<file path="src/rtl/ibtr_pkg.sv">
package ibtr_pkg;

	localparam int VAL_W      = 33;
	localparam int LVL_W      = 6;
	localparam int MAX_LEVELS = 32;

	typedef logic [VAL_W-1:0] val_t;
	typedef logic [LVL_W-1:0] lvl_t;

	typedef struct packed {
		logic load;
		logic step;
		logic emit;
	} cmd_t;

	typedef struct packed {
		logic done;
	} sts_t;

	typedef struct packed {
		val_t preorder_rank;
		val_t inorder_rank;
		val_t postorder_rank;
		logic in_range;
	} res_t;

endpackage

</file>
<file path="src/rtl/ibtr_in_if.sv">
interface ibtr_in_if;
	logic              valid;
	logic              ready;
	ibtr_pkg::val_t    node_value;

	modport source (output valid, output node_value, input ready);
	modport sink   (input valid, input node_value, output ready);
endinterface

</file>
<file path="src/rtl/ibtr_out_if.sv">
interface ibtr_out_if;
	logic              valid;
	logic              ready;
	ibtr_pkg::val_t    preorder_rank;
	ibtr_pkg::val_t    inorder_rank;
	ibtr_pkg::val_t    postorder_rank;
	logic              in_range;

	modport source (output valid, output preorder_rank, output inorder_rank,
		output postorder_rank, output in_range, input ready);
	modport sink   (input valid, input preorder_rank, input inorder_rank,
		input postorder_rank, input in_range, output ready);
endinterface

</file>
<file path="src/rtl/ibtr_ctrl.sv">
module ibtr_ctrl (
	input  logic           clk,
	input  logic           arst_n,
	input  logic           in_valid,
	output logic           in_ready,
	output logic           out_valid,
	input  logic           out_ready,
	input  ibtr_pkg::sts_t sts,
	output ibtr_pkg::cmd_t cmd
);

	localparam logic ST_IDLE = 1'b0;
	localparam logic ST_RUN  = 1'b1;

	logic state_q;
	logic out_valid_q;
	logic out_free;

	assign in_ready  = (state_q == ST_IDLE);
	assign out_valid = out_valid_q;
	assign out_free  = !out_valid_q || out_ready;

	always_comb begin
		cmd.load = 1'b0;
		cmd.step = 1'b0;
		cmd.emit = 1'b0;
		unique case (state_q)
			ST_IDLE: begin
				cmd.load = in_valid;
			end
			ST_RUN: begin
				cmd.step = !sts.done;
				cmd.emit = sts.done && out_free;
			end
			default: begin
				cmd.load = 1'b0;
			end
		endcase
	end

	always_ff @(posedge clk or negedge arst_n) begin
		if (!arst_n) begin
			state_q     <= ST_IDLE;
			out_valid_q <= 1'b0;
		end else begin
			if (cmd.load) begin
				state_q <= ST_RUN;
			end else if (cmd.emit) begin
				state_q <= ST_IDLE;
			end
			if (cmd.emit) begin
				out_valid_q <= 1'b1;
			end else if (out_ready) begin
				out_valid_q <= 1'b0;
			end
		end
	end

endmodule

</file>
<file path="src/rtl/ibtr_dp.sv">
module ibtr_dp (
	input  logic           clk,
	input  logic           arst_n,
	input  logic           cfg_we,
	input  ibtr_pkg::lvl_t cfg_wdata,
	input  ibtr_pkg::val_t node_value,
	input  ibtr_pkg::cmd_t cmd,
	output ibtr_pkg::sts_t sts,
	output ibtr_pkg::res_t res
);

	ibtr_pkg::lvl_t lv_q;
	ibtr_pkg::lvl_t lv_sat;
	ibtr_pkg::val_t n;
	ibtr_pkg::val_t x_q;
	ibtr_pkg::val_t cur_q;
	ibtr_pkg::val_t skip_q;
	ibtr_pkg::val_t pre_q;
	ibtr_pkg::val_t post_q;
	ibtr_pkg::val_t half;
	ibtr_pkg::val_t post_fin;
	ibtr_pkg::res_t res_q;
	logic           oor_q;
	logic           root_q;
	logic           go_left;

	always_ff @(posedge clk or negedge arst_n) begin
		if (!arst_n) begin
			lv_q <= '0;
		end else if (cfg_we) begin
			lv_q <= cfg_wdata;
		end
	end

	assign lv_sat = (lv_q > ibtr_pkg::LVL_W'(ibtr_pkg::MAX_LEVELS)) ?
		ibtr_pkg::LVL_W'(ibtr_pkg::MAX_LEVELS) : lv_q;
	assign n        = ibtr_pkg::VAL_W'(1) << lv_sat;
	assign half     = skip_q >> 1;
	assign go_left  = x_q < cur_q;
	assign post_fin = post_q + (skip_q << 1) - ibtr_pkg::VAL_W'(1);

	// The walk stops for an out-of-range value, on reaching the node or after the last level.
	assign sts.done = oor_q || root_q || (cur_q == x_q) ||
		(skip_q == ibtr_pkg::VAL_W'(1));

	always_ff @(posedge clk) begin
		if (cmd.load) begin
			x_q    <= node_value;
			cur_q  <= n;
			skip_q <= n;
			pre_q  <= '0;
			post_q <= '0;
			oor_q  <= (node_value == '0) || (node_value > n);
			root_q <= (node_value == n);
		end else if (cmd.step) begin
			skip_q <= half;
			if (go_left) begin
				cur_q <= cur_q - half;
				pre_q <= pre_q + ibtr_pkg::VAL_W'(1);
			end else begin
				cur_q  <= cur_q + half;
				pre_q  <= pre_q + skip_q;
				post_q <= post_q + skip_q - ibtr_pkg::VAL_W'(1);
			end
		end
		if (cmd.emit) begin
			if (oor_q) begin
				res_q <= '0;
			end else if (root_q) begin
				res_q.preorder_rank  <= ibtr_pkg::VAL_W'(1);
				res_q.inorder_rank   <= x_q;
				res_q.postorder_rank <= x_q;
				res_q.in_range       <= 1'b1;
			end else begin
				res_q.preorder_rank  <= pre_q + ibtr_pkg::VAL_W'(1);
				res_q.inorder_rank   <= x_q;
				res_q.postorder_rank <= post_fin;
				res_q.in_range       <= 1'b1;
			end
		end
	end

	assign res = res_q;

endmodule

</file>
<file path="src/rtl/implicit_bst_traversal_rank.sv">
// Traversal ranks of a node in the implicit search tree over 1..2^L.
// The tree_levels register (L, values above 32 act as 32) is written through
// cfg_we and cfg_wdata; the user must write it only while the block is idle,
// as the block does not enforce this. Reset sets it to zero. A query word on
// node_ch carries node_value; one result word leaves on rank_ch with the
// preorder, inorder and postorder ranks and the in-range flag. Both channels
// use a valid and ready handshake. After a word is accepted, the descent
// steps down one tree level at a time until it reaches the node or the last
// level is done, then loads the output register once that register is free;
// node_ch is ready again in the cycle the result appears. Out-of-range values
// and the root skip the descent.
// One query is worked on at a time; the descent loop and a stalled output
// register set the rate.
// A result that the receiver stalls waits in the output register while the
// next query is accepted and walked; that query then holds until the
// register is free. Reset empties the output register and returns to idle.
module implicit_bst_traversal_rank (
	input  logic           clk,
	input  logic           arst_n,
	input  logic           cfg_we,
	input  ibtr_pkg::lvl_t cfg_wdata,
	ibtr_in_if.sink        node_ch,
	ibtr_out_if.source     rank_ch
);

	ibtr_pkg::cmd_t cmd;
	ibtr_pkg::sts_t sts;
	ibtr_pkg::res_t res;

	ibtr_ctrl u_ctrl (
		.clk       (clk),
		.arst_n    (arst_n),
		.in_valid  (node_ch.valid),
		.in_ready  (node_ch.ready),
		.out_valid (rank_ch.valid),
		.out_ready (rank_ch.ready),
		.sts       (sts),
		.cmd       (cmd)
	);

	ibtr_dp u_dp (
		.clk        (clk),
		.arst_n     (arst_n),
		.cfg_we     (cfg_we),
		.cfg_wdata  (cfg_wdata),
		.node_value (node_ch.node_value),
		.cmd        (cmd),
		.sts        (sts),
		.res        (res)
	);

	assign rank_ch.preorder_rank  = res.preorder_rank;
	assign rank_ch.inorder_rank   = res.inorder_rank;
	assign rank_ch.postorder_rank = res.postorder_rank;
	assign rank_ch.in_range       = res.in_range;

	a_step_emit_excl: assert property (@(posedge clk) disable iff (!arst_n)
		!(cmd.step && cmd.emit))
		else $error("Step and emit issued together.");

	a_emit_slot_free: assert property (@(posedge clk) disable iff (!arst_n)
		cmd.emit |-> (!rank_ch.valid || rank_ch.ready))
		else $error("Result written over an undelivered word.");

	a_busy_after_load: assert property (@(posedge clk) disable iff (!arst_n)
		cmd.load |=> !node_ch.ready)
		else $error("Input ready while a query is being walked.");

endmodule

</file>
<file path="src/flat_wrapper.sv">
// flat-port wrapper written by rule: the top's interface ports become plain ports
module implicit_bst_traversal_rank_flat 
  (clk, arst_n, cfg_we, cfg_wdata, node_ch_valid, node_ch_node_value, node_ch_ready, rank_ch_valid, rank_ch_preorder_rank, rank_ch_inorder_rank, rank_ch_postorder_rank, rank_ch_in_range, rank_ch_ready);
  ibtr_in_if node_ch_i ();
  ibtr_out_if rank_ch_i ();
  input  logic clk;
  input  logic arst_n;
  input  logic cfg_we;
  input  ibtr_pkg::lvl_t cfg_wdata;
  input wire logic [$bits(node_ch_i.valid)-1:0] node_ch_valid;
  input wire logic [$bits(node_ch_i.node_value)-1:0] node_ch_node_value;
  output wire logic [$bits(node_ch_i.ready)-1:0] node_ch_ready;
  output wire logic [$bits(rank_ch_i.valid)-1:0] rank_ch_valid;
  output wire logic [$bits(rank_ch_i.preorder_rank)-1:0] rank_ch_preorder_rank;
  output wire logic [$bits(rank_ch_i.inorder_rank)-1:0] rank_ch_inorder_rank;
  output wire logic [$bits(rank_ch_i.postorder_rank)-1:0] rank_ch_postorder_rank;
  output wire logic [$bits(rank_ch_i.in_range)-1:0] rank_ch_in_range;
  input wire logic [$bits(rank_ch_i.ready)-1:0] rank_ch_ready;
  assign node_ch_i.valid = node_ch_valid;
  assign node_ch_i.node_value = node_ch_node_value;
  assign node_ch_ready = node_ch_i.ready;
  assign rank_ch_valid = rank_ch_i.valid;
  assign rank_ch_preorder_rank = rank_ch_i.preorder_rank;
  assign rank_ch_inorder_rank = rank_ch_i.inorder_rank;
  assign rank_ch_postorder_rank = rank_ch_i.postorder_rank;
  assign rank_ch_in_range = rank_ch_i.in_range;
  assign rank_ch_i.ready = rank_ch_ready;
  implicit_bst_traversal_rank u_core (.clk(clk), .arst_n(arst_n), .cfg_we(cfg_we), .cfg_wdata(cfg_wdata), .node_ch(node_ch_i), .rank_ch(rank_ch_i));
endmodule
</file>
<file path="config.mk">
export PLATFORM = sky130hd
export DESIGN_NAME = implicit_bst_traversal_rank_flat
export DESIGN_NICKNAME = d
export VERILOG_FILES = /design/src/rtl/ibtr_pkg.sv /design/src/rtl/ibtr_in_if.sv /design/src/rtl/ibtr_out_if.sv /design/src/rtl/ibtr_ctrl.sv /design/src/rtl/ibtr_dp.sv /design/src/rtl/implicit_bst_traversal_rank.sv /design/src/flat_wrapper.sv
export SDC_FILE = /design/constraint.sdc
export NUM_CORES = 1
export LEC_CHECK = 0
export BUFFER_PORTS_ARGS = -buffer_cell sky130_fd_sc_hd__buf_2
export CORE_UTILIZATION = 40
export CTS_CLUSTER_DIAMETER = 150
export CTS_CLUSTER_SIZE = 24
export DETAILED_ROUTE_END_ITERATION = 8
export GPL_TIMING_DRIVEN = 0
export PLACE_DENSITY_LB_ADDON = 0.08
export SYNTH_ARGS = -nofsm -noshare
export SYNTH_HDL_FRONTEND = slang
export SYNTH_SLANG_ARGS = --single-unit
</file>
<file path="constraint.sdc">
create_clock -name clk -period 21.8 [get_ports clk]
set_input_delay 4.36 -clock clk [delete_from_list [all_inputs] [get_ports clk]]
set_output_delay 4.36 -clock clk [all_outputs]
set_load 0.1 [all_outputs]
</file>
## Word level (Yosys, flattened, before mapping)

Cells that the tools add are included.

| word-level totals | value |
|---|---|
| bits of input ports | 44 |
| register bits | 275 |
| output and inout port bits | 102 |

| operators by class | value |
|---|---|
| magnitude comparators | 3 |
| bitwise operators | 2 |
| reductions and logical operators | 14 |
| shift-type cells | 1 |
| equality and inequality tests | 3 |
| mux-type cells | 14 |
| add/sub/neg operators | 8 |

Operators by type and width:

| cell | count |
|---|---|
| $mux 33 | 6 |
| $add 33x33->33 | 3 |
| $mux 68 | 1 |
| $eq 33x33->1 | 2 |
| $sub 33x1->33 const B | 2 |
| $add 33x1->33 const B | 1 |
| $add 33x32->33 | 1 |
| $eq 33x1->1 const B | 1 |
| $gt 33x33->1 | 1 |
| $logic_not 33->1 | 1 |
| $lt 33x33->1 | 1 |
| $shl 1x6->33 const A | 1 |
| $sub 33x32->33 | 1 |
| $gt 6x6->1 const B | 1 |
| $mux 6 | 1 |
| $reduce_bool 2->1 | 3 |
| $logic_or 1x1->1 | 5 |
| $mux 1 | 5 |
| $logic_not 1->1 | 2 |
| $mux 2 | 1 |
| $not 1->1 | 2 |
| $reduce_and 2->1 | 1 |
| $reduce_or 2->1 | 1 |
| $logic_and 1x1->1 | 1 |

## Logic depth before layout (Yosys ltp)

| logic depth | value |
|---|---|
| depth in word-level cells | 7 |
| depth in mapped cells | 24 |
| gate-level depth less buffers | 22 |

## Hierarchy

Synthesis repeated with hierarchy kept, for this count alone.

| unflattened totals | value |
|---|---|
| cells, all modules | 2440 |
| area, all modules | 21386.8 µm² |

By module, submodules not included:

| module | sequential area each (µm²) | cells an instance | times used | area each (µm²) |
|---|---|---|---|---|
| ibtr_dp | 7507.2 | 2429 | 1 | 21282.9 |
| ibtr_ctrl | 50.0 | 11 | 1 | 103.8 |

## Least setup slack after synthesis

OpenSTA, ideal clock, no wires.

| timing path | value |
|---|---|
| kind | input-to-reg |
| start | input rank_ch_ready |
| end | register, netlist name u_core.u_dp.res[0] |
| arrival | 9.271 ns |
| required time | 21.206 ns |
| setup slack | 11.935 ns |
| buffers on the path | 0 |
| stages | 2 |
| cell sequence | inv_1 -> a21oi_1 |

RTL lines:

| what | RTL line | text |
|---|---|---|
| start: declaration | flat_wrapper.sv:18 | `input wire logic [$bits(rank_ch_i.ready)-1:0] rank_ch_ready;` |

## Final worst setup path

| timing path | value |
|---|---|
| start | register u_core.u_dp.x_q[14] |
| end | register u_core.u_dp.cur_q[31], data pin |

| between the ends | value |
|---|---|
| longest elaborated chain between the ends | 4 |

Ends and longest elaborated chain:

| what | RTL line | text |
|---|---|---|
| start: declaration | ibtr_dp.sv:15 | `ibtr_pkg::val_t x_q;` |
| start signal: assignment | ibtr_dp.sv:48 | `x_q <= node_value;` |
| $lt 33x33->1 | ibtr_dp.sv:39 | `assign go_left = x_q < cur_q;` |
| $mux 33 | ibtr_dp.sv:57 | `if (go_left) begin` |
| $mux 33 | ibtr_dp.sv:55 | `end else if (cmd.step) begin` |
| $mux 33 | ibtr_dp.sv:47 | `if (cmd.load) begin` |
| end signal: assignment | ibtr_dp.sv:49 | `cur_q <= n;` |
| end signal: assignment | ibtr_dp.sv:58 | `cur_q <= cur_q - half;` |
| end signal: assignment | ibtr_dp.sv:61 | `cur_q <= cur_q + half;` |
| end: declaration | ibtr_dp.sv:16 | `ibtr_pkg::val_t cur_q;` |

Every way passes these cells. The select of a mux whose other input is x is not followed.
A chain may end at the register's enable or synchronous reset.

==> summary.txt <==
STA
  – Tcrit/Tclk final: 35.61%
  – Rel. slew slack: 3.012%
  – # setup viols final: 0
  – Unrepaired setup endpoints after global routing: false
  – Highest clock rate: 128.8 MHz
  – Worst-Margin Slew: 1.452 ns
  – Setup TNS: 0 ns
  – Hold Vio Cnt, Final: 0
  – Slew Viols, Final: 0
  – Clk_skew: 0.02574 ns
  – Final worst path period need: 7.763 ns

Placed design
  – Gpl congestion: 0.9597
  – Number of buffers added on ports: 144
  – Placed cell count: 3236
  – HPWL after DPL: 56.68 mm

Drt
  – Drt wl/cell: 21.99 um
  – Initial DRC count: 1680
  – Detailed Route WL: 71.74 mm
  – Post-route ant nets: 0
  – Average via count per standard cell: 5.632
  – Met3 wire length: 5.363 mm
  – Met2 WL: 30.66 mm
  – # DRC: 0
  – Met1 WL: 33.53 mm
  – Top Layer Used: met4
  – Via count: 18.37k
  – Drt pass-1 iters: 5

GRT
  – Gr usage total: 26.35%
  – Vias in the first global route: 17.08k
  – Initial antenna violation count: 1
  – Global route overflow: 0
  – First-pass GRT wire length: 105.6 mm
  – Largest net degree at the start of global routing: 51

Die
  – Core box area: 51610 um^2
  – IO Count: 146
  – FP Rows: 83
  – Die ar.: 53470 um^2
  – Die W: 231.2 um
  – DIE HEIGHT: 231.2 um
  – Initial Utilization: 40.72%

Critical path
  – Crit path buffers/inverters: 2
  – Crit path kind: flip-flop to flip-flop
  – Max incr delay on CP: 1.02 ns
  – CP Capture Type: flip-flop
  – Most used cell, CP: a21o_1
  – CP top delay family: compound AO/OA/AOI/OAI gates
  – Slowest CP cell: a2111oi_0
  – Crit path DAT: 8.02 ns
  – Worst path cell trace: ha_1, a21o_1, a21o_1, a221oi_1, o211ai_1, a2111oi_0, clkbuf_1, clkbuf_1, nor2_1, a21o_1, ha_1, a21o_1, a211o_1, a2111oi_4, o31ai_1, a2111o_1, a221o_1, o41a_1, a21oi_2, xor2_1, o22ai_1
  – Worst Path Max Fanout: 10
  – Worst setup SP type: flip-flop
  – Worst Path Required: 22.06 ns

Synthesis
  – Cell Area, Synth: 21020 um^2
  – Synth cell types: 67
  – Post-synth ARST share: 2.909%
  – Post-synth top area share: 28.72%
  – Seq/Total Area, Yosys: 35.96%
  – Post-synthesis net count: 2708
  – FF+latch count, synth: 275
  – Predominant post-synthesis flop cell: edfxtp_1
  – Cell taking the most area after synthesis: edfxtp_1
  – Synth area leaders: edfxtp_1, ha_1, dfxtp_1, a21oi_1, inv_1
  – Mapped Cells: 2403
  – Avg Synthesized Cell Area: 8.746 um^2
  – Post-synth EDFFs: 201
  – Synth warn: 0

Final layout
  – Area of the multi-input gates: 12180 um^2
  – Most frequent cells in the layout: inv_1, ha_1, nand2_1
  – Most common cell after layout, fill and taps aside: inv_1
  – Nets: 2879
  – Filler cells: 5100
  – Share of post-route cells with drive strength above 1: 7.397%
  – Antenna diode count: 0
  – Post-route insts no fill: 3262
  – Register Area: 7557 um^2
  – P&R area growth vs syn: 10.47%

Min path
  – Worst min path class: flip-flop to flip-flop

Clock tree
  – H-Tree Depth: 1
  – Total CTS buffers: 15
  – CTS max path bufs: 3
  – Setup Fix Bufs, Post-CTS: 0
  – Post-CTS sizing: 0
  – Clock transition at path regs: 0.12 ns
  – Clock sinks: 275
  – CTS tree: built
  – Cts hold-fix bufs: 0
  – Root buf cell: clkbuf_16
  – Worst-Skew Late Latency: 0.54 ns

Run
  – Max Cap Viol: 0

Outcome
  – Status: completed
[registers in the layout, summed over array words and instances (netlist names), 6 cells and up]
signal / flops
u_core.u_dp.res: 100
u_core.u_dp.post_q: 33
u_core.u_dp.cur_q: 33
u_core.u_dp.pre_q: 33
u_core.u_dp.x_q: 33
u_core.u_dp.lv_q: 6
u_core.u_dp.skip_q: 33
[cell usage after synthesis, drive strengths merged (34+ instances only)]
| master | count |
|---|---|
| nor3 | 44 |
| inv | 266 |
| a21oi | 216 |
| a21o | 78 |
| xor2 | 64 |
| nor2b | 50 |
| ha | 257 |
| clkbuf | 81 |
| nand2 | 235 |
| dfxtp | 66 |
| o21ai | 162 |
| xnor2 | 106 |
| nand3 | 39 |
| nand2b | 34 |
| edfxtp | 201 |
| nor2 | 164 |
[worst reg2reg max path, delay by kind of cell (launching register included)]
family | cells | cell delay (ns)
adders and majority gates | 2 | 0.64
DFF | 1 | 0.51
xor gates and xnor gates | 1 | 0.16
and+or+nand+nor | 1 | 0.10
buffers and inverters | 2 | 1.29
AOI/OAI and AO/OA | 15 | 4.80
[stage by stage]
step | utilization [%] | area (um^2) | hold slack, ns | setup slack (ns)
floorplan | - | 21020 | 0.4319 | 11.94
global placement | 43.77 | 22590 | 0.4379 | 9.372
detailed placement | 44.12 | 22770 | 0.4452 | 14.00
CTS | 44.94 | 23190 | 0.4566 | 13.97
global route | 44.98 | 23220 | 0.4701 | 13.72
finish | 44.98 | 23220 | 0.4562 | 14.04
[logic make-up (layout without fill, tap and decap cells)]
family | after synthesis | after routing | share of synthesized area [%]
xor+xnor | 170 | 170 | 7.084
buf+inv | 351 | 530 | 6.269
simple gates | 691 | 691 | 15.53
flops | 275 | 275 | 35.96
fa+ha+maj | 261 | 261 | 15.68
compound gates | 644 | 644 | 18.92
mux | 11 | 11 | 0.5536
[area by class of cell]
type | instances | share of cell area [%]
inverters | 266 | 4.300
repair buffers | 154 | 3.810
plain buffers | 85 | 1.396
flip-flops and latches | 275 | 32.55
clock inverters | 1 | 0.07006
clock buffers | 24 | 1.762
well taps | 680 | 3.665
multi-input cells | 1777 | 52.45
[metal layers]
metal | up-vias | global-route usage [%]
li1 | 8890 | -
met1 | 8660 | 38.64
met2 | 727 | 39.61
met3 | 93 | 3.433
met4 | 0 | 8.733
met5 | - | 0
[final timing paths]
path                                        start                      end  slack (ns)  depth (start not counted)
max in group asynchronous                  arst_n  u_core.u_ctrl.out_valid       17.95                          1
hold reg to reg            u_core.u_dp.post_q[16]   u_core.u_dp.post_q[16]        0.46                          2
hold / removal             u_core.u_dp.post_q[16]   u_core.u_dp.post_q[16]        0.46                          2
min in group asynchronous                  arst_n      u_core.u_dp.lv_q[1]        3.66                          1
setup / recovery              u_core.u_dp.x_q[14]    u_core.u_dp.cur_q[31]       14.04                         21
setup reg to reg              u_core.u_dp.x_q[14]    u_core.u_dp.cur_q[31]       14.04                         21
Power is left out: the tool's default activity adds up to more than one toggle a clock period on the data nets, which glitch-free logic cannot reach.
